===== config.mk =====
export PLATFORM = sky130hd
export DESIGN_NAME = cau_cell
export DESIGN_NICKNAME = d
export VERILOG_FILES = /design/src/rtl/assert_macros.svh /design/src/rtl/cau_pkg.sv /design/src/rtl/cau_cell.sv
export SDC_FILE = /design/constraint.sdc
export NUM_CORES = 1
export LEC_CHECK = 0
export ABC_CLOCK_PERIOD_IN_PS = 15000
export BUFFER_PORTS_ARGS = -buffer_cell sky130_fd_sc_hd__buf_2
export CAP_MARGIN = 20
export CORE_AREA = 4 4 413 415
export DETAILED_ROUTE_END_ITERATION = 8
export DIE_AREA = 0 0 417 419
export SLEW_MARGIN = 20
export SYNTH_ARGS = -nofsm -noshare
export SYNTH_HDL_FRONTEND = slang
export SYNTH_SLANG_ARGS = --single-unit

===== constraint.sdc =====
create_clock -name i_clk -period 15 [get_ports i_clk]
set_clock_uncertainty 0.2 [all_clocks]
set_input_delay 2.25 -clock i_clk [delete_from_list [all_inputs] [get_ports i_clk]]
set_output_delay 2.25 -clock i_clk [all_outputs]
set_load 0.1 [all_outputs]

===== src/rtl/assert_macros.svh =====
// ----------------------------------------------------------------------------
// assert_macros.svh
// Concurrent check macros shared by the complex ALU RTL.
// ----------------------------------------------------------------------------
`ifndef ASSERT_MACROS_SVH
`define ASSERT_MACROS_SVH

// Check on the rising clock, masked while reset is held
`define CAU_ASSERT(label, prop) \
    label: assert property (@(posedge i_clk) disable iff (!i_rst_n) prop) \
        else $error("complex alu check failed");

// Check on the rising clock, live during reset as well
`define CAU_ASSERT_RST(label, prop) \
    label: assert property (@(posedge i_clk) prop) \
        else $error("complex alu reset check failed");

`endif


===== src/rtl/cau_pkg.sv =====
// ----------------------------------------------------------------------------
// cau_pkg
// Shared types, constants and saturation helper for the complex ALU.
// ----------------------------------------------------------------------------
package cau_pkg;

    localparam int WORD_BITS    = 32;
    localparam int FRAC_BITS    = 16;
    localparam int KIND_BITS    = 4;
    localparam int PROD_BITS    = 2 * WORD_BITS;
    localparam int SUM_BITS     = PROD_BITS + 2;
    localparam int DIV_STEPS    = WORD_BITS;
    localparam int SQ_REM_BITS  = WORD_BITS + 2;

    localparam logic signed [WORD_BITS-1:0] WORD_MAX = 32'sh7FFF_FFFF;
    localparam logic signed [WORD_BITS-1:0] WORD_MIN = 32'sh8000_0000;
    localparam logic signed [SUM_BITS-1:0]  SAT_MAX  = SUM_BITS'(WORD_MAX);
    localparam logic signed [SUM_BITS-1:0]  SAT_MIN  = SUM_BITS'(WORD_MIN);

    typedef enum logic [KIND_BITS-1:0] {
        KIND_ADD  = 4'd0,
        KIND_SUB  = 4'd1,
        KIND_MUL  = 4'd2,
        KIND_DIV  = 4'd3,
        KIND_SDIV = 4'd4,
        KIND_CONJ = 4'd5,
        KIND_MOD  = 4'd6,
        KIND_EQ   = 4'd7,
        KIND_NE   = 4'd8
    } t_kind;

    typedef enum logic [1:0] {
        ST_OK   = 2'd0,
        ST_DIV0 = 2'd1,
        ST_SAT  = 2'd2
    } t_status;

    typedef struct packed {
        logic signed [WORD_BITS-1:0] val;
        logic                        flag;
    } t_sat;

    // Per-item control and finished simple results
    typedef struct packed {
        logic                        valid;
        logic [KIND_BITS-1:0]        kind;
        logic                        neg_re;
        logic                        neg_im;
        logic                        ovf_re;
        logic                        ovf_im;
        logic signed [WORD_BITS-1:0] res_re;
        logic signed [WORD_BITS-1:0] res_im;
        logic                        cmp;
        logic                        flag;
        logic                        div0;
    } t_meta;

    // Everything one cell hands to the next
    typedef struct packed {
        t_meta                  meta;
        logic [PROD_BITS-1:0]   d;
        logic [PROD_BITS-1:0]   dr_re;
        logic [PROD_BITS-1:0]   dr_im;
        logic [WORD_BITS-1:0]   dn_re;
        logic [WORD_BITS-1:0]   dn_im;
        logic [WORD_BITS-1:0]   dq_re;
        logic [WORD_BITS-1:0]   dq_im;
        logic [SQ_REM_BITS-1:0] sr;
        logic [PROD_BITS-1:0]   sv;
        logic [WORD_BITS-1:0]   sq;
    } t_cell;

    // Clamp a wide signed value into the word range
    function automatic t_sat sat_word(input logic signed [SUM_BITS-1:0] v);
        t_sat s;
        if (v > SAT_MAX) begin
            s.val  = WORD_MAX;
            s.flag = 1'b1;
        end else if (v < SAT_MIN) begin
            s.val  = WORD_MIN;
            s.flag = 1'b1;
        end else begin
            s.val  = v[WORD_BITS-1:0];
            s.flag = 1'b0;
        end
        return s;
    endfunction

endpackage


===== src/rtl/cau_cell.sv =====
// ----------------------------------------------------------------------------
// cau_cell
// One step of the quotient and root chain: a bit per divider lane, a root bit.
// ----------------------------------------------------------------------------
module cau_cell (
    input  logic           i_clk,
    input  logic           i_rst_n,
    input  logic           i_adv,
    input  cau_pkg::t_cell i_cell,
    output cau_pkg::t_cell o_cell
);

    localparam int W  = cau_pkg::WORD_BITS;
    localparam int P  = cau_pkg::PROD_BITS;
    localparam int R  = cau_pkg::SQ_REM_BITS;

    cau_pkg::t_cell r_cell;
    cau_pkg::t_cell n_cell;
    logic [P:0]     w_re_rem, w_re_diff, w_im_rem, w_im_diff;
    logic [R+1:0]   w_sq_rem, w_sq_trial, w_sq_diff;

    // Shift in the next dividend bit and subtract the divisor when it fits
    assign w_re_rem  = {i_cell.dr_re, i_cell.dn_re[W-1]};
    assign w_im_rem  = {i_cell.dr_im, i_cell.dn_im[W-1]};
    assign w_re_diff = w_re_rem - {1'b0, i_cell.d};
    assign w_im_diff = w_im_rem - {1'b0, i_cell.d};

    // Bring down two radicand bits and try the next root bit
    assign w_sq_rem   = {i_cell.sr, i_cell.sv[P-1:P-2]};
    assign w_sq_trial = {2'b00, i_cell.sq, 2'b01};
    assign w_sq_diff  = w_sq_rem - w_sq_trial;

    always_comb begin
        n_cell       = i_cell;
        n_cell.dr_re = w_re_diff[P] ? w_re_rem[P-1:0] : w_re_diff[P-1:0];
        n_cell.dr_im = w_im_diff[P] ? w_im_rem[P-1:0] : w_im_diff[P-1:0];
        n_cell.dq_re = {i_cell.dq_re[W-2:0], ~w_re_diff[P]};
        n_cell.dq_im = {i_cell.dq_im[W-2:0], ~w_im_diff[P]};
        n_cell.dn_re = {i_cell.dn_re[W-2:0], 1'b0};
        n_cell.dn_im = {i_cell.dn_im[W-2:0], 1'b0};
        n_cell.sr    = w_sq_diff[R+1] ? w_sq_rem[R-1:0] : w_sq_diff[R-1:0];
        n_cell.sq    = {i_cell.sq[W-2:0], ~w_sq_diff[R+1]};
        n_cell.sv    = {i_cell.sv[P-3:0], 2'b00};
    end

    // Advance to the neighbor
    always_ff @(posedge i_clk) begin
        if (!i_rst_n) begin
            r_cell.meta.valid <= 1'b0;
        end else if (i_adv) begin
            r_cell <= n_cell;
        end
    end

    assign o_cell = r_cell;

endmodule


# [Yosys cells after proc, flatten, opt, wreduce, memory -nomap -nowiden]
# Index checks and enable logic that the tools add are counted.
[word_totals] input_bits=529 reg_bits=522
[op_classes] add_sub_neg=3 n_mux=3 n_reduce_logical=1 bitwise=3
[ops] operator="$sub A65 B64 Y65" count=2
[ops] operator="$mux W64" count=2
[ops] operator="$sub A36 B34 Y36" count=1
[ops] operator="$mux W34" count=1
[ops] operator="$not A1 Y1" count=3
[ops] operator="$reduce_and A2 Y1" count=1

# [Logic depth before layout (Yosys ltp)]
# Gate-level depths: netlist of the first run.
[logic_depth] depth_word=2 mapped_depth=15 mapped_depth_nobuf=13

# [Least setup slack after synthesis of the first run]
# No wires, ideal clock.
[synth_timing] kind="input -> register" from="input i_adv" to="register r_cell (netlist bit o_cell[0]), enable pin" path_buffers=0 t_arrival_ns=13.942 setup_slack_ns=-0.093 required_ns=13.849 path_stages=1 cell_sequence="and2_1"
[synth_between] elab_chain_len=1
[synth_lines] element="start: declaration" line="cau_cell.sv:8" source="input logic i_adv,"
[synth_lines] element="$reduce_and A2 Y1 (no line)"
[synth_lines] element="end signal: assignment" line="cau_cell.sv:51" source="r_cell <= n_cell;"
[synth_lines] element="end: declaration" line="cau_cell.sv:17" source="cau_pkg::t_cell r_cell;"
# Every way passes these cells.
# A chain may end at the register's enable or synchronous reset.

==> impl_metrics.json, run 1 <==
{
  "run_status": "finished, final reports clean",
  "finalHoldViolations": 0,
  "fp.dieW_um": 417,
  "power.ir.vdd_worst_v": 0.0000772,
  "gp_congestion": 0.933,
  "hpwlAfterDp_mm": 121,
  "worst_stage_delay_on_the_critical_path_ps": 800,
  "final_cell_mix": "buf_2 (1048), edfxtp_1 (521), nand2_1 (204)",
  "placed_cell_area_um2": 35100,
  "max_clock_freq_mhz": 138,
  "final_design_area_no_fill_um2": 37300,
  "gate_count_after_technology_mapping": 2290,
  "insertion_delay_ps": 640,
  "postSynthRegisterBits": 522,
  "grt_first_pass_wirelength_mm": 187,
  "synth_cell_types": 91,
  "critical_path_required_ps": 15210,
  "netSwitchingPower_mw": 2.09,
  "grt_start_max_net_pins": 147,
  "leading_cell_type_in_the_layout_fill_and_taps_excluded": "buf_2",
  "synth_top_cell_area_share": 0.571,
  "hp-class": "register to register",
  "design.portCount": 1055,
  "crit_path_start_kind": "input port",
  "synth-main-ff-cell": "edfxtp_1",
  "avgSynthCellArea_um2": 12.0,
  "cts-buffers-inserted": 66,
  "finalCoreUtilization": 0.224,
  "globalRoute.totalOverflow": 0,
  "fill_cells": 18000,
  "clock_sink_count": 522,
  "iteration_0_drc_markers": 1444,
  "finalWirelength_mm": 142,
  "drv_cap": 0,
  "pwr-share-comb": 0.337,
  "ys_async_sr_fraction": 0,
  "drt_pass1_iterations": 6,
  "worst_setup_hold_path_clk_slew_ps": 60,
  "power.internal_mw": 3.05,
  "ctsResizeCount": 0,
  "power-per-cell-area_nw_per_um2": 138,
  "vias": 23300,
  "setup_viol": 0,
  "num_rows": 150,
  "drc": 0,
  "final_nets": 4026,
  "dieArea_um2": 175000,
  "yosys_warnings": 0,
  "wire_per_inst_um": 25.4,
  "yosysTopAreaCell": "edfxtp_1",
  "final_layout_size_suffix_gt1_frac": 0.367,
  "netlist_area_um2": 27400,
  "ys_seq_area_frac": 0.572,
  "slew_headroom": 0.314,
  "timing.setup.tns_ps": 0,
  "share_seq_of_total_power": 0.349,
  "critical-path-slowest-cell": "o31ai_1",
  "power_switching_share": 0.407,
  "timing.final.crit_share": 0.482,
  "cellLeakagePower_nw": 15.5,
  "h_tree_levels": 3,
  "crit_fanout": 52,
  "cts.repair_timing.setup_buffer_count": 0,
  "groute.usage.overall": 0.155,
  "critPathCaptureType": "register",
  "initial_util": 0.164,
  "crit_chain": "buf_2 > inv_1 > ha_1 > fa_1 > nor2b_1 > o31a_1 > o31ai_1 > a31oi_2 > o21ai_1 > nand2_1 > a21o_1 > a21oi_1 > xor2_4 > buf_4 > mux2_2",
  "post_cts_hold_buffer_count": 0,
  "final_period_minus_worst_setup_slack_ps": 7230,
  "core_region_area_um2": 167000,
  "via_per_inst": 4.16,
  "cts_tree": "built",
  "height_of_the_die_um": 419,
  "whs_ps": 332,
  "timing_worst_setup_path_type": "input port to register",
  "cts_root_buf": "clkbuf_16",
  "synth-edff-count": 521,
  "synthTopCellsByArea": "edfxtp_1 (57%), ha_1 (7.4%), a21oi_1 (3.3%)",
  "port_buffer_count": 1048,
  "unrepaired_setup_endpoints_after_global_routing": "no",
  "worstPathArrival_ps": 7440,
  "clockPowerShare": 0.313,
  "largest_register_ff_count": 522,
  "antenna_found_initial": 75,
  "cts_max_path_buffers": 3,
  "totalPowerFinal_mw": 5.13,
  "timing_worst_slew_pin_value_ps": 1020,
  "first_global_vias": 23300,
  "syn_to_final_growth_pct": 36.2,
  "detail-route-antenna-nets": 0,
  "final_max_slew_viol_count": 0
}
critical path: cells and delay by family:
family | cells | cell delay [ps]
buffers and inverters | 3 | 920
adder cells (fa/ha/maj) | 2 | 410
AND/OR/NAND/NOR | 2 | 210
multiplexers | 1 | 420
XOR/XNOR | 1 | 490
AO/OA/AOI/OAI | 6 | 2610
routing by layer:
layer	GRT usage	vias to the layer above	wire length, um
met5	0	-	76
li1	-	10700	-
met4	0.0999	12	9950
met3	0.0365	299	9130
met2	0.305	976	79000
met1	0.140	11400	44200
synth_stat cells (all sizes together), types with 25 or more instances:
cell and n:
edfxtp 521, nand2 205, a21oi 183, ha 161, o21ai 161, inv 146
nor2 104, mux2 93, xnor2 85, a21o 78, xor2 61, clkbuf 57
nand4 45, nand3 40, buf 33, o21bai 30, nor3 28, o21a 25
cell families after synthesis:
kind of cell    synth area share
buf+inv                   0.0363
other cells             0.000137
mux                       0.0419
flops                      0.572
compound gates             0.139
simple gates              0.0892
xor+xnor                  0.0467
fa+ha+maj                 0.0750
final cells by class:
class | instances | area (um2) | area share
sequential | 522 | 15700 | 0.420
clock buffer | 81 | 1710 | 0.0458
timing repair buffer | 1063 | 5380 | 0.144
inverter | 146 | 548 | 0.0147
multi-input combinational | 1535 | 10800 | 0.289
antenna | 13 | 32.5 | 0.000872
clock inverter | 37 | 432 | 0.0116
tap | 2204 | 2760 | 0.0739
worst paths after layout:
path | from | slack, ps | cells past startpoint | end
hold reg to reg | o_cell[525] | 330 | 2 | o_cell[525]
setup / recovery | i_cell[257] | 7770 | 15 | o_cell[335]
setup reg to reg | o_cell[525] | 14200 | 2 | o_cell[525]
hold / removal | o_cell[525] | 330 | 2 | o_cell[525]
per-stage QoR:
| stage | instances | worst slack, ps |
|---|---|---|
| after floorplan | 2293 | 5720 |
| after global placement | 5470 | 6910 |
| after detailed placement | 5470 | 6890 |
| after CTS | 5588 | 7630 |
| after global routing | 5599 | 7440 |
| final | 5601 | 7770 |
power by group through the flow:
stage,registers (mW),logic (mW),clock network [mW]
final,1.79,1.73,1.61
after global routing,1.80,1.81,1.73
after CTS,1.79,1.74,1.67
after detailed placement,1.82,1.74,0
after global placement,1.82,1.73,0
after floorplan,2.66,0.481,0
Power figures use the tool's default switching activity.
==> run 2: changes to the inputs <==
- ABC_CLOCK_PERIOD_IN_PS: 15000 -> 6600
- clock period: 15 -> 6.6 ns (I/O delays scaled with it)
==> run 2 against run 1 <==
  * Wire length rose by 2.0%
  * Sequential share of layout area fell by 0.28 points
  * Cell count rose by 0.37%
  * Sequential power rose by 130%
  * Clock-buffer cell count fell by 6
  * Sequential cell count did not move
  * First-iteration DRC count fell by 2.8%
  * Core utilization rose by 0.15 points
  * Register-to-register slack got worse by 8400 ps
  * Highest routed layer unchanged
==> impl_metrics.json, run 2 (synthesized netlist as in run 1, its figures left out) <==
{
  "num_rows": 150,
  "worst_setup_hold_path_clk_slew_ps": 60,
  "largest_register_ff_count": 522,
  "critical-path-slowest-cell": "o41ai_2",
  "slew_headroom": 0.235,
  "cellLeakagePower_nw": 15.7,
  "height_of_the_die_um": 419,
  "cts.repair_timing.setup_buffer_count": 0,
  "dieArea_um2": 175000,
  "crit_chain": "buf_2 > inv_1 > ha_1 > nand4_1 > or3_1 > nor2_1 > o2111ai_1 > a31oi_1 > o21ai_1 > buf_4 > o41ai_2 > a31oi_1 > xnor2_1 > mux2_1",
  "grt_first_pass_wirelength_mm": 190,
  "iteration_0_drc_markers": 1403,
  "seq_area_um2": 15700,
  "cts-buffers-inserted": 66,
  "syn_to_final_growth_pct": 37.2,
  "totalPowerFinal_mw": 11.8,
  "finalCoreUtilization": 0.225,
  "hp-class": "input port to register",
  "design.portCount": 1055,
  "regToRegSetupSlack_ps": 5820,
  "first_global_vias": 23200,
  "antenna_found_initial": 75,
  "multiInputGateArea_um2": 10800,
  "h_tree_levels": 3,
  "crit_fanout": 7,
  "final_cell_mix": "buf_2 (1048), edfxtp_1 (521), nand2_1 (204)",
  "power.ir.vdd_worst_v": 0.000171,
  "crit_top_cell": "a31oi_1",
  "final_layout_size_suffix_gt1_frac": 0.369,
  "timing_worst_slew_pin_value_ps": 1120,
  "final_design_area_no_fill_um2": 37600,
  "fin_cells": 5622,
  "detail-route-antenna-nets": 0,
  "critPathLaunch": "i_cell[414]",
  "port_buffer_count": 1048,
  "post-place-cells": 5490,
  "globalRoute.totalOverflow": 0,
  "insertion_delay_ps": 660,
  "worstSetupEndpoint": "o_cell[383]",
  "cts_tree": "built",
  "placed_cell_area_um2": 35300,
  "critPathCaptureType": "register",
  "final_nets": 4046,
  "fill_cells": 18000,
  "core_region_area_um2": 167000,
  "post_cts_hold_buffer_count": 0,
  "cts_max_path_buffers": 3,
  "setup_viol": 0,
  "critical_path.reg2reg.startpoint": "o_cell[525]",
  "gp_congestion": 0.922,
  "ctsResizeCount": 0,
  "wire_per_inst_um": 25.8,
  "grt_start_max_net_pins": 145,
  "finalWirelength_mm": 145,
  "max_clock_freq_mhz": 203,
  "cts_root_buf": "clkbuf_16",
  "unrepaired_setup_endpoints_after_global_routing": "no",
  "clock_sink_count": 522,
  "critical_path_required_ps": 6810,
  "vias": 23500,
  "timing.final.crit_share": 0.748,
  "initial_util": 0.164,
  "timing.hold.worst.start": "i_cell[153]",
  "worstPathArrival_ps": 5150,
  "timing_worst_setup_path_type": "input port to register",
  "drt_pass1_iterations": 6,
  "worstReg2RegEnd": "o_cell[525]",
  "final_max_slew_viol_count": 0,
  "crit_path_start_kind": "input port",
  "final_period_minus_worst_setup_slack_ps": 4940,
  "finalHoldViolations": 0,
  "timing.setup.tns_ps": 0,
  "fp.dieW_um": 417,
  "run_status": "finished, final reports clean",
  "via_per_inst": 4.18,
  "power-per-cell-area_nw_per_um2": 314,
  "hpwlAfterDp_mm": 124,
  "leading_cell_type_in_the_layout_fill_and_taps_excluded": "buf_2",
  "worst_stage_delay_on_the_critical_path_ps": 530,
  "drv_cap": 0,
  "drc": 0,
  "groute.usage.overall": 0.159,
  "reg2regPathDepth": 2
}
## run 2: area by class of cell
class,instances,share of cell area
Inverter,146,0.0146
Clock inverter,39,0.0123
Antenna cell,18,0.00120
Multi-Input combinational cell,1535,0.287
Clock buffer,75,0.0460
Sequential cell,522,0.417
Timing Repair Buffer,1083,0.148
Tap cell,2204,0.0734
## run 2: layer usage
metal / vias up / track usage / share of wire
met5: - / 0 / 0.00070
met4: 12 / 0.106 / 0.075
met3: 315 / 0.0375 / 0.065
met2: 1071 / 0.310 / 0.55
met1: 11400 / 0.144 / 0.31
li1: 10700 / - / -
## run 2: stage by stage
| step | worst slack (ps) | hold WS (ps) |
|---|---|---|
| 2_1_floorplan | 1360 | 781 |
| 3_3_place_gp | 926 | 302 |
| 3_5_place_dp | 948 | 311 |
| 6_report | 1660 | 292 |
| 4_1_cts | 1690 | 209 |
| 5_1_grt | 1450 | 251 |
## run 2: where the power goes
group	total [mW]	internal [mW]	switching (mW)
Sequential	4.08	3.99	0.0832
Combinational	3.96	0.838	3.12
Clock	3.75	2.21	1.55
Total	11.8	7.04	4.75
## run 2: how the worst min path moves through the flow
stage	depth (start not counted)	endpoint	slack, ps
global placement	2	o_cell[525]	300
finish	1	o_cell[154]	290
detailed placement	2	o_cell[525]	310
floorplan	2	o_cell[525]	780
CTS	1	o_cell[461]	210
global route	1	o_cell[66]	250
## run 2: worst max-delay path: cells and delay by family
family	cells	cell delay, ps
AND/OR/NAND/NOR	3	1070
AO/OA/AOI/OAI	5	1800
XOR/XNOR	1	160
multiplexers	1	280
adder cells (fa/ha/maj)	1	430
buffers and inverters	3	400
