===== config.mk =====
export PLATFORM = sky130hd
export DESIGN_NAME = cau_back_flat
export DESIGN_NICKNAME = d
export VERILOG_FILES = /design/src/rtl/assert_macros.svh /design/src/rtl/cau_pkg.sv /design/src/rtl/cau_ifs.sv /design/src/rtl/cau_back.sv /design/src/flat_wrapper.sv
export SDC_FILE = /design/constraint.sdc
export NUM_CORES = 1
export LEC_CHECK = 0
export ABC_AREA = 1
export BUFFER_PORTS_ARGS = -buffer_cell sky130_fd_sc_hd__buf_2
export CORE_AREA = 10 10 222 224
export DETAILED_ROUTE_END_ITERATION = 16
export DIE_AREA = 0 0 232 234
export PLACE_DENSITY = 0.55
export RECOVER_POWER = 50
export REMOVE_ABC_BUFFERS = 1
export SYNTH_ARGS = -nofsm -noshare
export SYNTH_HDL_FRONTEND = slang
export SYNTH_SLANG_ARGS = --single-unit

===== constraint.sdc =====
create_clock -name i_clk -period 6.65 [get_ports i_clk]
set_clock_uncertainty 0.05 [all_clocks]
set_input_delay 0.3325 -clock i_clk [delete_from_list [all_inputs] [get_ports i_clk]]
set_output_delay 0.3325 -clock i_clk [all_outputs]
set_load 0.01 [all_outputs]

===== src/rtl/assert_macros.svh =====
// ----------------------------------------------------------------------------
// assert_macros.svh
// Concurrent check macros shared by the complex ALU RTL.
// ----------------------------------------------------------------------------
`ifndef ASSERT_MACROS_SVH
`define ASSERT_MACROS_SVH

// Check on the rising clock, masked while reset is held
`define CAU_ASSERT(label, prop) \
    label: assert property (@(posedge i_clk) disable iff (!i_rst_n) prop) \
        else $error("complex alu check failed");

// Check on the rising clock, live during reset as well
`define CAU_ASSERT_RST(label, prop) \
    label: assert property (@(posedge i_clk) prop) \
        else $error("complex alu reset check failed");

`endif


===== src/rtl/cau_pkg.sv =====
// ----------------------------------------------------------------------------
// cau_pkg
// Shared types, constants and saturation helper for the complex ALU.
// ----------------------------------------------------------------------------
package cau_pkg;

    localparam int WORD_BITS    = 32;
    localparam int FRAC_BITS    = 16;
    localparam int KIND_BITS    = 4;
    localparam int PROD_BITS    = 2 * WORD_BITS;
    localparam int SUM_BITS     = PROD_BITS + 2;
    localparam int DIV_STEPS    = WORD_BITS;
    localparam int SQ_REM_BITS  = WORD_BITS + 2;

    localparam logic signed [WORD_BITS-1:0] WORD_MAX = 32'sh7FFF_FFFF;
    localparam logic signed [WORD_BITS-1:0] WORD_MIN = 32'sh8000_0000;
    localparam logic signed [SUM_BITS-1:0]  SAT_MAX  = SUM_BITS'(WORD_MAX);
    localparam logic signed [SUM_BITS-1:0]  SAT_MIN  = SUM_BITS'(WORD_MIN);

    typedef enum logic [KIND_BITS-1:0] {
        KIND_ADD  = 4'd0,
        KIND_SUB  = 4'd1,
        KIND_MUL  = 4'd2,
        KIND_DIV  = 4'd3,
        KIND_SDIV = 4'd4,
        KIND_CONJ = 4'd5,
        KIND_MOD  = 4'd6,
        KIND_EQ   = 4'd7,
        KIND_NE   = 4'd8
    } t_kind;

    typedef enum logic [1:0] {
        ST_OK   = 2'd0,
        ST_DIV0 = 2'd1,
        ST_SAT  = 2'd2
    } t_status;

    typedef struct packed {
        logic signed [WORD_BITS-1:0] val;
        logic                        flag;
    } t_sat;

    // Per-item control and finished simple results
    typedef struct packed {
        logic                        valid;
        logic [KIND_BITS-1:0]        kind;
        logic                        neg_re;
        logic                        neg_im;
        logic                        ovf_re;
        logic                        ovf_im;
        logic signed [WORD_BITS-1:0] res_re;
        logic signed [WORD_BITS-1:0] res_im;
        logic                        cmp;
        logic                        flag;
        logic                        div0;
    } t_meta;

    // Everything one cell hands to the next
    typedef struct packed {
        t_meta                  meta;
        logic [PROD_BITS-1:0]   d;
        logic [PROD_BITS-1:0]   dr_re;
        logic [PROD_BITS-1:0]   dr_im;
        logic [WORD_BITS-1:0]   dn_re;
        logic [WORD_BITS-1:0]   dn_im;
        logic [WORD_BITS-1:0]   dq_re;
        logic [WORD_BITS-1:0]   dq_im;
        logic [SQ_REM_BITS-1:0] sr;
        logic [PROD_BITS-1:0]   sv;
        logic [WORD_BITS-1:0]   sq;
    } t_cell;

    // Clamp a wide signed value into the word range
    function automatic t_sat sat_word(input logic signed [SUM_BITS-1:0] v);
        t_sat s;
        if (v > SAT_MAX) begin
            s.val  = WORD_MAX;
            s.flag = 1'b1;
        end else if (v < SAT_MIN) begin
            s.val  = WORD_MIN;
            s.flag = 1'b1;
        end else begin
            s.val  = v[WORD_BITS-1:0];
            s.flag = 1'b0;
        end
        return s;
    endfunction

endpackage


===== src/rtl/cau_ifs.sv =====


interface cau_out_if;
    logic                                 valid;
    logic                                 ready;
    logic signed [cau_pkg::WORD_BITS-1:0] res_real;
    logic signed [cau_pkg::WORD_BITS-1:0] res_imag;
    logic                                 compare_true;
    logic [1:0]                           status;

    modport source (output valid, res_real, res_imag, compare_true, status, input ready);
    modport sink   (input valid, res_real, res_imag, compare_true, status, output ready);
endinterface


===== src/rtl/cau_back.sv =====
// ----------------------------------------------------------------------------
// cau_back
// Sign and clamp the quotients and root, pick the result, output skid buffer.
// ----------------------------------------------------------------------------
module cau_back (
    input  logic           i_clk,
    input  logic           i_rst_n,
    input  cau_pkg::t_cell i_cell,
    output logic           o_adv,
    cau_out_if.source      o_rsp
);

    localparam int W = cau_pkg::WORD_BITS;

    typedef struct packed {
        logic signed [W-1:0] re;
        logic signed [W-1:0] im;
        logic                cmp;
        logic [1:0]          status;
    } t_rsp;

    t_rsp          n_rsp;
    t_rsp          r_out, r_skid;
    logic          r_out_v, r_skid_v;
    logic          w_in_v;
    logic          w_flag;
    cau_pkg::t_sat w_fin_re, w_fin_im;

    // Apply sign to a quotient magnitude and clamp it
    function automatic cau_pkg::t_sat fin_div(input logic neg, input logic ovf,
                                              input logic [W-1:0] q);
        cau_pkg::t_sat s;
        s.flag = 1'b0;
        if (!neg) begin
            if (ovf || q[W-1]) begin
                s.val  = cau_pkg::WORD_MAX;
                s.flag = 1'b1;
            end else begin
                s.val = q;
            end
        end else begin
            if (ovf || (q > W'(cau_pkg::WORD_MIN))) begin
                s.val  = cau_pkg::WORD_MIN;
                s.flag = 1'b1;
            end else begin
                s.val = W'(0) - q;
            end
        end
        return s;
    endfunction

    assign w_fin_re = fin_div(i_cell.meta.neg_re, i_cell.meta.ovf_re, i_cell.dq_re);
    assign w_fin_im = fin_div(i_cell.meta.neg_im, i_cell.meta.ovf_im, i_cell.dq_im);

    // Select the finished fields per operation
    always_comb begin
        n_rsp.re  = i_cell.meta.res_re;
        n_rsp.im  = i_cell.meta.res_im;
        n_rsp.cmp = i_cell.meta.cmp;
        w_flag    = i_cell.meta.flag;
        case (i_cell.meta.kind)
            cau_pkg::KIND_DIV, cau_pkg::KIND_SDIV: begin
                if (i_cell.meta.div0) begin
                    n_rsp.re = '0;
                    n_rsp.im = '0;
                    w_flag   = 1'b0;
                end else begin
                    n_rsp.re = w_fin_re.val;
                    n_rsp.im = w_fin_im.val;
                    w_flag   = w_fin_re.flag | w_fin_im.flag;
                end
            end
            cau_pkg::KIND_MOD: begin
                n_rsp.re = i_cell.sq[W-1] ? cau_pkg::WORD_MAX : i_cell.sq;
                n_rsp.im = '0;
                w_flag   = i_cell.sq[W-1];
            end
            default: begin
                n_rsp.cmp = i_cell.meta.cmp;
            end
        endcase
        if (i_cell.meta.div0) begin
            n_rsp.status = cau_pkg::ST_DIV0;
        end else if (w_flag) begin
            n_rsp.status = cau_pkg::ST_SAT;
        end else begin
            n_rsp.status = cau_pkg::ST_OK;
        end
    end

    // Output register plus skid entry; the chain stalls only when both are full
    assign o_adv  = ~r_skid_v;
    assign w_in_v = i_cell.meta.valid & ~r_skid_v;

    always_ff @(posedge i_clk) begin
        if (!i_rst_n) begin
            r_out_v  <= 1'b0;
            r_skid_v <= 1'b0;
        end else if (!r_out_v || o_rsp.ready) begin
            r_out_v  <= r_skid_v | w_in_v;
            r_skid_v <= 1'b0;
        end else if (w_in_v) begin
            r_skid_v <= 1'b1;
        end
    end

    always_ff @(posedge i_clk) begin
        if (!r_out_v || o_rsp.ready) begin
            r_out <= r_skid_v ? r_skid : n_rsp;
        end else if (w_in_v) begin
            r_skid <= n_rsp;
        end
    end

    assign o_rsp.valid        = r_out_v;
    assign o_rsp.res_real     = r_out.re;
    assign o_rsp.res_imag     = r_out.im;
    assign o_rsp.compare_true = r_out.cmp;
    assign o_rsp.status       = r_out.status;

endmodule

===== src/flat_wrapper.sv =====
// flat-port wrapper written by rule: the top's interface ports become plain ports
module cau_back_flat 
  (i_clk, i_rst_n, i_cell, o_adv, o_rsp_valid, o_rsp_res_real, o_rsp_res_imag, o_rsp_compare_true, o_rsp_status, o_rsp_ready);
  cau_out_if o_rsp_i ();
  input  logic i_clk;
  input  logic i_rst_n;
  input  cau_pkg::t_cell i_cell;
  output logic o_adv;
  output wire logic [$bits(o_rsp_i.valid)-1:0] o_rsp_valid;
  output wire logic [$bits(o_rsp_i.res_real)-1:0] o_rsp_res_real;
  output wire logic [$bits(o_rsp_i.res_imag)-1:0] o_rsp_res_imag;
  output wire logic [$bits(o_rsp_i.compare_true)-1:0] o_rsp_compare_true;
  output wire logic [$bits(o_rsp_i.status)-1:0] o_rsp_status;
  input wire logic [$bits(o_rsp_i.ready)-1:0] o_rsp_ready;
  assign o_rsp_valid = o_rsp_i.valid;
  assign o_rsp_res_real = o_rsp_i.res_real;
  assign o_rsp_res_imag = o_rsp_i.res_imag;
  assign o_rsp_compare_true = o_rsp_i.compare_true;
  assign o_rsp_status = o_rsp_i.status;
  assign o_rsp_i.ready = o_rsp_ready;
  cau_back u_core (.i_clk(i_clk), .i_rst_n(i_rst_n), .i_cell(i_cell), .o_adv(o_adv), .o_rsp(o_rsp_i));
endmodule

# Yosys cells after proc, flatten, opt, wreduce, memory -nomap -nowiden
# Index checks and enable logic that the tools add are counted.
# word_totals
regBits	136
wordCells	50
# classes
add_sub_neg	2
magnitude_cmp	2
n_eq_ne	3
mux	18
n_bitwise	6
reduce_logical	9
# ops
operator	count
32-bit 2-to-1 mux	4
64-bit case mux with 2 select lines	1
67-bit 2-to-1 mux	1
33-bit 2-to-1 mux	2
32-bit > comparator, second input constant	2
64-bit 2-to-1 mux	1
1-bit by 32-bit subtractor with 32-bit output, first input constant	2
31-bit 2-to-1 mux	1
4-bit by 3-bit equality test with 1-bit output, second input constant	2
1-bit logical OR	5
1-bit 2-to-1 mux	5
4-bit by 2-bit equality test with 1-bit output, second input constant	1
2-bit 2-to-1 mux	2
2-bit OR reduction	2
1-bit inverter	3
1-bit bitwise OR	2
1-bit case mux with 2 select lines	1
2-bit AND reduction	1
1-bit bitwise AND	1
1-bit logical NOT	1

# Longest topological paths before layout
# Gate-level depths: netlist of the first run.
# depth
depth_word	10
ltp_mapped	14

# Worst setup path after synthesis of the first run
# Ideal clock, no wire load.
# synth_timing
kind	flip-flop to flip-flop
start	register u_core.r_out_v, in the netlist u_core.o_rsp.valid
end	register u_core.r_skid[0] (netlist bit), enable pin
setup_time_ns	0.574
arrival_ns	6.601
path_slack_ns	-0.575
stages_incl_launch_ff	3
path_buffers	0
synth_period_minus_slack_ns	7.225
cell_sequence	dfxtp_1 -> nand2_1 -> nor3_1
# synth_between
elab_chain_cells	4
# synth_lines
element	line	text
start, declared	cau_back.sv:24	logic r_out_v, r_skid_v;
start signal, assigned	cau_back.sv:100	r_out_v <= r_skid_v | w_in_v;
1-bit logical NOT	cau_back.sv:108	if (!r_out_v || o_rsp.ready) begin
1-bit logical OR	cau_back.sv:108	
1-bit inverter (no line)	--	
2-bit AND reduction (no line)	--	
end signal, assigned	cau_back.sv:111	r_skid <= n_rsp;
end, declared	cau_back.sv:23	t_rsp r_out, r_skid;
# Every way passes these cells.
# A chain may end at the register's enable or synchronous reset.

==> out/qor.log, run 1 <==
qor: grt.grt_use_total 0.148
qor: worst_setup_path.worstRegToRegCells 2
qor: grt.grt_pass1_wl 59.1 mm
qor: worst_setup_path.critical-path-top-cell-by-count sky130_fd_sc_hd__nand2_1
qor: timing.max_freq 0.230 GHz
qor: layout.multi_input_area 4320 um^2
qor: worst_setup_path.timing.critical_path.arrival 4.62 ns
qor: timing.timing.final.ws_setup 2.30 ns
qor: clock_network.buffers_inserted_by_post_cts_timing_repair 0
qor: synthesis.synth.area.top_cells sky130_fd_sc_hd__edfxtp_1 45%, sky130_fd_sc_hd__nand2_1 16%, sky130_fd_sc_hd__nand3_1 5.5%
qor: clock_network.clockRootBuffer sky130_fd_sc_hd__clkbuf_16
qor: die.dieWidth 232 um
qor: layout.final_layout_fill_cell_count 5,085
qor: worst_setup_path.worst_path_max_delay_cell sky130_fd_sc_hd__clkbuf_1
qor: grt.largest_net_degree_at_the_start_of_global_routing 68
qor: worst_setup_path.worstReg2RegEnd u_core.o_rsp.res_imag[20]
qor: worst_hold_path.hold_path.class primary input to flop
qor: route.ant_nets 0
qor: worst_hold_path.min_from i_cell[452]
qor: synthesis.netlist-cell-type-count 42
qor: synthesis.synth_area_per_cell 7.74 um^2
qor: synthesis.synth_commonest_cells 386 x sky130_fd_sc_hd__nand2_1, 134 x sky130_fd_sc_hd__edfxtp_1, 124 x sky130_fd_sc_hd__nor2_1, 100 x sky130_fd_sc_hd__nand3_1, 84 x sky130_fd_sc_hd__inv_1
qor: layout.drive_above_1_share 0.208
qor: die.start_util 0.201
qor: die.floorplan.io_pins 598
qor: route.dr_total_vias 8,855
qor: clock_network.cts_num_sinks 136
qor: worst_setup_path.critical_path.startpoint_type primary input
qor: outcome.outcome finished with violations
qor: route.drc 0
qor: worst_hold_path.hold_path_end u_core.r_skid[2]
qor: placement.place_ws 3.67 ns
qor: synthesis.dominantRegCellSynth sky130_fd_sc_hd__edfxtp_1
qor: route.route.detailed.wl_per_inst 20.6 um
qor: synthesis.ys.warnings.count 0
qor: grt.via_count_of_the_first_global_routing_pass 8,930
qor: synthesis.synth_enable_flop_cells 134
qor: die.num_rows 78
qor: worst_setup_path.crit_path_cell_trace buf_2 > inv_1 > nor2_1 > nand3b_1 > inv_1 > buf_4 > a21oi_4 > clkbuf_1 > nand2_1 > nand3_2 > nand2_1 > nand2_1
qor: clock_network.clk_path_buf_depth 2
qor: timing.hold_violations 0
qor: outcome.violated_checks max-capacitance violations, max-slew violations
qor: worst_setup_path.end_kind flop
qor: route.routed_wl 41.3 mm
qor: placement.hpwl 31.6 mm
qor: pwr.p_leak 0.00480 uW
qor: worst_setup_path.kind_of_critical_path primary input to flop
qor: placement.port_buffers 243
qor: clock_network.post_cts_hold_buffer_count 0
qor: timing.max_slew_margin -0.927
qor: clock_network.gates_resized_cts_repair 0
qor: synthesis.syn_inst 1,168
qor: worst_setup_path.r2r-start u_core.o_rsp.valid
qor: layout.ff_latch_area 4060 um^2
qor: timing.min_period_over_period 0.654
qor: route.viasPerCell 4.43
qor: synthesis.postSynth.asyncResetShare 0
qor: worst_setup_path.delay_of_the_slowest_critical_path_stage 2.08 ns
qor: placement.gp_congestion 0.893
qor: synthesis.yosys.cell_count.top_type sky130_fd_sc_hd__nand2_1
qor: timing.timing_worst_slew_pin_value 2.89 ns
qor: grt.antenna_found_initial 12
qor: clock_network.cts_inserted_buffers 17
qor: timing.final_max_slew_viols 149
qor: pwr.power_density 218 nW/um^2
qor: flow_run.max-cap-violations 4
qor: grt.total_congestion_overflow 0
qor: synthesis.synth_largest_area_cell sky130_fd_sc_hd__edfxtp_1
qor: die.design.core.area 44,900 um^2
qor: synthesis.synth_largest_type_area_fraction 0.445
qor: pwr.worst_case_vdd_ir_drop 0.187 mV
qor: clock_network.tritoncts done
qor: synthesis.synth-seq-area-share 0.450
qor: die.die_height 234 um
qor: worst_setup_path.critical_path_required 6.92 ns
qor: worst_setup_path.crit_path_max_fanout 48
qor: synthesis.yosys_register_bits 136
qor: layout.fin_util 0.250
qor: route.dr.first_iter.drc_count 700
qor: timing.unrepaired_setup_endpoints_after_global_routing false
qor: layout.layout.nets 1,913
qor: clock_network.path_clk_slew 0.07 ns
qor: timing.setup_viol 0
qor: die.dieArea 54,300 um^2
qor: worst_setup_path.rrSetupSlack 2.75 ns
qor: worst_hold_path.hold_depth 1
qor: layout.flow.area_growth_from_synthesis 24.2%
qor: route.drt_pre_antenna_iters 5
qor: clock_network.clkLatencyLatePin 0.45 ns
qor: synthesis.syn-cell-area 9040 um^2
qor: timing.minimum_clock_period 4.35 ns
qor: clock_network.htree_num_levels 4
==> flip-flops by register name, summed over array words and instances, names as in the netlist <==
register / cells
u_core.o_rsp.compare_true: 1
u_core.r_skid_v: 1
u_core.o_rsp.res_imag: 32
u_core.o_rsp.valid: 1
u_core.o_rsp.status: 2
u_core.o_rsp.res_real: 32
u_core.r_skid: 67
==> through the flow <==
stage	power (uW)	cell area, um^2	TNS [ns]	hold WS, ns	instances
floorplan	1270	8740	-38.51	0.381	1113
global placement	1510	10800	0	0.455	1963
detailed placement	1510	10800	0	0.454	1963
CTS	2500	11400	0	0.0156	1994
global route	2560	11200	0	0.0753	1998
finish	2450	11200	0	0.0656	2000
==> worst max path at each step <==
stage                                  start                        end  slack (ns)  cells past startpoint
after floorplan           u_core.o_rsp.valid           u_core.r_skid[0]       -0.57                      2
after global placement           i_cell[520]  u_core.o_rsp.res_real[12]        3.67                      9
after detailed placement         i_cell[520]  u_core.o_rsp.res_real[12]        3.67                      9
after CTS                    u_core.r_skid_v                      o_adv        3.27                      4
after global routing             i_cell[522]   u_core.o_rsp.res_real[6]        1.98                     12
final                            i_cell[522]   u_core.o_rsp.res_real[6]        2.30                     12
==> critical path: cells and delay by family <==
kind	cells	cell delay (ns)
buffers and inverters	5	2.53
AO/OA/AOI/OAI	1	0.43
AND/OR/NAND/NOR	6	1.28
==> layout make-up <==
type,count,share of cell area
Tap cell,600,0.0668
Clock inverter,14,0.0135
Antenna cell,6,0.00134
Clock buffer,17,0.0379
Sequential cell,136,0.362
Inverter,90,0.0301
Multi-Input combinational cell,887,0.384
Timing Repair Buffer,250,0.104
==> layout by cell type, fill, tap and decap left out, types with 2 or more instances in the layout <==
master	n
sky130_fd_sc_hd__nand2_1	387
sky130_fd_sc_hd__buf_2	172
sky130_fd_sc_hd__edfxtp_1	134
sky130_fd_sc_hd__nor2_1	124
sky130_fd_sc_hd__nand3_1	107
sky130_fd_sc_hd__inv_1	85
sky130_fd_sc_hd__clkbuf_1	73
sky130_fd_sc_hd__o21ai_0	60
sky130_fd_sc_hd__a31oi_1	44
sky130_fd_sc_hd__nand3_2	32
sky130_fd_sc_hd__a21oi_1	25
sky130_fd_sc_hd__nand2_2	19
sky130_fd_sc_hd__clkbuf_16	17
sky130_fd_sc_hd__nand4_1	15
sky130_fd_sc_hd__xor2_1	11
sky130_fd_sc_hd__nor3_1	11
sky130_fd_sc_hd__nor2_2	9
sky130_fd_sc_hd__diode_2	6
sky130_fd_sc_hd__o31ai_1	6
sky130_fd_sc_hd__o22ai_1	6
sky130_fd_sc_hd__nand3b_1	5
sky130_fd_sc_hd__nor2_4	5
sky130_fd_sc_hd__clkinvlp_4	5
sky130_fd_sc_hd__buf_4	5
sky130_fd_sc_hd__inv_2	4
sky130_fd_sc_hd__nand3_4	3
sky130_fd_sc_hd__clkinv_4	3
sky130_fd_sc_hd__nand2_4	2
sky130_fd_sc_hd__o21ai_2	2
sky130_fd_sc_hd__ha_1	2
sky130_fd_sc_hd__bufinv_16	2
sky130_fd_sc_hd__clkinv_2	2
sky130_fd_sc_hd__inv_6	2
sky130_fd_sc_hd__dfxtp_1	2
==> power breakdown <==
part	switching (uW)	internal, uW
registers	22.5	1020
clock network	425	552
logic	299	131
==> layer usage <==
metal  vias to the layer above  wire length [um]  track usage  share of wire
li1                       4368                 -            -              -
met1                      4157             17900        0.183           0.43
met2                       269             19600        0.242           0.47
met3                        51              2370       0.0363          0.057
met4                        10              1360       0.0666          0.033
met5                         -                69            0         0.0017
==> cells by family (layout without fill, tap and decap cells) <==
logic type	after synthesis	in the layout	share of synthesized area
AND/OR/NAND/NOR	723	723	0.370
AO/OA/AOI/OAI	151	151	0.0965
buffers and inverters	145	371	0.0707
flip-flops	136	136	0.450
XOR/XNOR	11	11	0.0107
adder cells (fa/ha/maj)	2	2	0.00277
other	0	6	0
Note: power is estimated with default switching activity, not from simulation.
==> run 2: changes to the inputs <==
--- a/config.mk
+++ b/config.mk
@@ -7,10 +7,10 @@
 export LEC_CHECK = 0
 export ABC_AREA = 1
 export BUFFER_PORTS_ARGS = -buffer_cell sky130_fd_sc_hd__buf_2
-export CORE_AREA = 10 10 222 224
+export CORE_AREA = 10 10 224 226
 export DETAILED_ROUTE_END_ITERATION = 16
-export DIE_AREA = 0 0 232 234
-export PLACE_DENSITY = 0.55
+export DIE_AREA = 0 0 234 236
+export PLACE_DENSITY = 0.53
 export RECOVER_POWER = 50
 export REMOVE_ABC_BUFFERS = 1
 export SYNTH_ARGS = -nofsm -noshare
==> constraint.sdc (replaced) <==
create_clock -name i_clk -period 4.3 [get_ports i_clk]
set_clock_uncertainty 0.05 [all_clocks]
set_input_delay 0.215 -clock i_clk [delete_from_list [all_inputs] [get_ports i_clk]]
set_output_delay 0.215 -clock i_clk [all_outputs]
set_load 0.01 [all_outputs]
==> out/qor.log, run 2 (synthesis gave the netlist of run 1 again) <==
qor: placement.port_buffers 243 [unchanged]
qor: route.drc 0 [unchanged]
qor: route.ant_nets 0 [unchanged]
qor: clock_network.htree_num_levels 4 [unchanged]
qor: die.dieArea 55,200 um^2 [+1.7%]
qor: placement.numPlacedInstances 1,974 [+0.56%]
qor: timing.timing.final.ws_setup 1.41 ns [-0.889 ns]
qor: timing.timing.hold.ws 0.0311 ns [-0.0346 ns]
qor: route.dr.first_iter.drc_count 559 [-20%]
qor: worst_setup_path.r2r-start u_core.o_rsp.valid
qor: timing.max_slew_margin -0.396 [+0.530]
qor: timing.final_max_slew_viols 138 [-7.4%]
qor: worst_setup_path.worst_path_max_delay_cell sky130_fd_sc_hd__nand3_1
qor: timing.max_freq 0.346 GHz
qor: timing.timing_worst_slew_pin_value 2.09 ns [-0.796 ns]
qor: route.route.detailed.wl_per_inst 20.2 um [-2.3%]
qor: die.dieWidth 234 um [+0.86%]
qor: die.num_rows 79 [+1.3%]
qor: worst_setup_path.delay_of_the_slowest_critical_path_stage 0.90 ns [-1.18 ns]
qor: worst_setup_path.crit_path_max_fanout 31 [-35%]
qor: route.drt_pre_antenna_iters 5 [unchanged]
qor: worst_setup_path.worstSetupStartpoint i_cell[162]
qor: placement.hpwl 31.0 mm [-2.0%]
qor: clock_network.clk_path_buf_depth 2 [unchanged]
qor: worst_setup_path.kind_of_critical_path primary input to flop
qor: timing.minimum_clock_period 2.89 ns
qor: layout.most-common-layout-cells 386 x sky130_fd_sc_hd__nand2_1, 173 x sky130_fd_sc_hd__buf_2, 134 x sky130_fd_sc_hd__edfxtp_1
qor: die.die_height 236 um [+0.85%]
qor: worst_hold_path.hold_path.class primary input to flop
qor: placement.gp_congestion 0.873 [-2.2%]
qor: worst_setup_path.critical-path-top-cell-by-count sky130_fd_sc_hd__nand2_1
qor: placement.placedInstanceArea 10,800 um^2 [+0.48%]
qor: worst_setup_path.timing.critical_path.arrival 3.00 ns [-1.62 ns]
qor: flow_run.max-cap-violations 2 [-2]
qor: grt.total_congestion_overflow 0 [unchanged]
qor: timing.setup_viol 0 [unchanged]
qor: layout.registers.top_by_ff_count u_core.r_skid
qor: clock_network.buffers_inserted_by_post_cts_timing_repair 0 [unchanged]
qor: route.viasPerCell 4.36 [-1.5%]
qor: die.floorplan.io_pins 598 [unchanged]
qor: clock_network.path_clk_slew 0.06 ns [about the same]
qor: route.dr_total_vias 8,826 [-0.33%]
qor: layout.drive_above_1_share 0.209 [+0.000889]
qor: die.start_util 0.197 [-0.00426]
qor: pwr.power_density 339 nW/um^2 [+55%]
qor: worst_setup_path.worstRegToRegCells 3 [+1]
qor: timing.unrepaired_setup_endpoints_after_global_routing false
qor: layout.layoutNonFillerInstCount 2,023 [+1.2%]
qor: clock_network.clockRootBuffer sky130_fd_sc_hd__clkbuf_16
qor: worst_setup_path.critical_path.startpoint_type primary input
qor: grt.via_count_of_the_first_global_routing_pass 8,923 [-0.078%]
qor: outcome.violated_checks max-capacitance violations, max-slew violations
qor: grt.largest_net_degree_at_the_start_of_global_routing 87 [+28%]
qor: layout.final_common_cell sky130_fd_sc_hd__nand2_1
qor: clock_network.tritoncts done
qor: placement.place_ws 1.64 ns [-2.03 ns]
qor: worst_setup_path.critical_path_required 4.41 ns [-2.51 ns]
qor: timing.min_period_over_period 0.672
qor: clock_network.cts_inserted_buffers 17 [unchanged]
qor: grt.antenna_found_initial 12 [unchanged]
qor: timing.hold_violations 0 [unchanged]
qor: die.design.core.area 45,900 um^2 [+2.2%]
qor: grt.grt_pass1_wl 59.5 mm [+0.68%]
qor: worst_setup_path.end_kind flop
qor: worst_setup_path.crit_path_cell_trace buf_2 > inv_1 > ha_1 > nand2_1 > nor2_4 > nand2_4 > nor2_4 > nand2_2 > nand3_1 > nand3_1 > nand3_2 > nand2_1 > nand2_1
qor: clock_network.clkLatencyLatePin 0.44 ns [about the same]
qor: timing.setup-tns-final 0 ns [unchanged]
qor: pwr.worst_case_vdd_ir_drop 0.264 mV [+41%]
qor: layout.stdcell_area 11,400 um^2 [+1.7%]
qor: layout.layout.nets 1,930 [+0.89%]
qor: layout.flip_flop_count_of_the_largest_register_all_copies_and_words_added 67 [unchanged]
qor: grt.grt_use_total 0.146 [-0.00236]
qor: pwr.p_leak 0.00492 uW [+2.5%]
qor: worst_setup_path.endpoint u_core.o_rsp.res_real[27]
qor: route.routed_wl 40.8 mm [-1.2%]
qor: layout.flow.area_growth_from_synthesis 26.4%
qor: worst_setup_path.rrSetupSlack 1.69 ns [-1.06 ns]
qor: outcome.outcome finished with violations
qor: worst_setup_path.worstReg2RegEnd u_core.r_skid[65]
qor: clock_network.cts_num_sinks 136 [unchanged]
[run 2: per-layer routing]
layer | share of wire | GRT usage | vias up
met4 | 0.027 | 0.0530 | 10
li1 | - | - | 4400
met3 | 0.052 | 0.0293 | 57
met2 | 0.48 | 0.243 | 254
met5 | 0.0017 | 0 | -
met1 | 0.44 | 0.183 | 4105
[run 2: through the flow]
stage	util	power, uW
floorplan	-	1970
global placement	0.236	2340
finish	0.249	3870
global route	0.249	4050
CTS	0.252	3960
detailed placement	0.236	2340
[run 2: report_power, final]
| part | switching (uW) | internal (uW) | leakage (uW) | total, uW |
|---|---|---|---|---|
| clock | 616 | 968 | 0.000301 | 1580 |
| combinational | 466 | 211 | 0.00327 | 677 |
| sequential | 30.2 | 1580 | 0.00134 | 1610 |
[run 2: area by class of cell]
cell class | instances | area, um^2
Multi-Input combinational cell | 887 | 4290
Sequential cell | 136 | 4070
Clock buffer | 19 | 433
Clock inverter | 13 | 179
Inverter | 90 | 338
Tap cell | 607 | 759
Antenna cell | 4 | 10.0
Timing Repair Buffer | 267 | 1350
Fill cell | 5171 | 34400
[run 2: how the worst min path moves through the flow]
stage	from	to	slack (ns)	depth (start not counted)
CTS	i_cell[478]	u_core.r_skid[28]	0.001	3
detailed placement	i_cell[452]	u_core.r_skid[2]	0.36	1
floorplan	i_cell[450]	u_core.r_skid[0]	0.26	0
global route	i_cell[479]	u_core.r_skid[29]	0.01	3
finish	i_cell[478]	u_core.r_skid[28]	0.03	3
global placement	i_cell[452]	u_core.r_skid[2]	0.36	1
[run 2: what timing repair did]
item / CTS / global route
hold buffers: 13 / 0
endpoints found under the hold margin: 14 / 0
gates resized for setup: 0 / 0
[run 2: worst max-delay path, delay by kind of cell]
kind                     cells  cell delay (ns)
AND/OR/NAND/NOR             10             2.33
buffers and inverters        2             0.17
adder cells (fa/ha/maj)      1             0.26
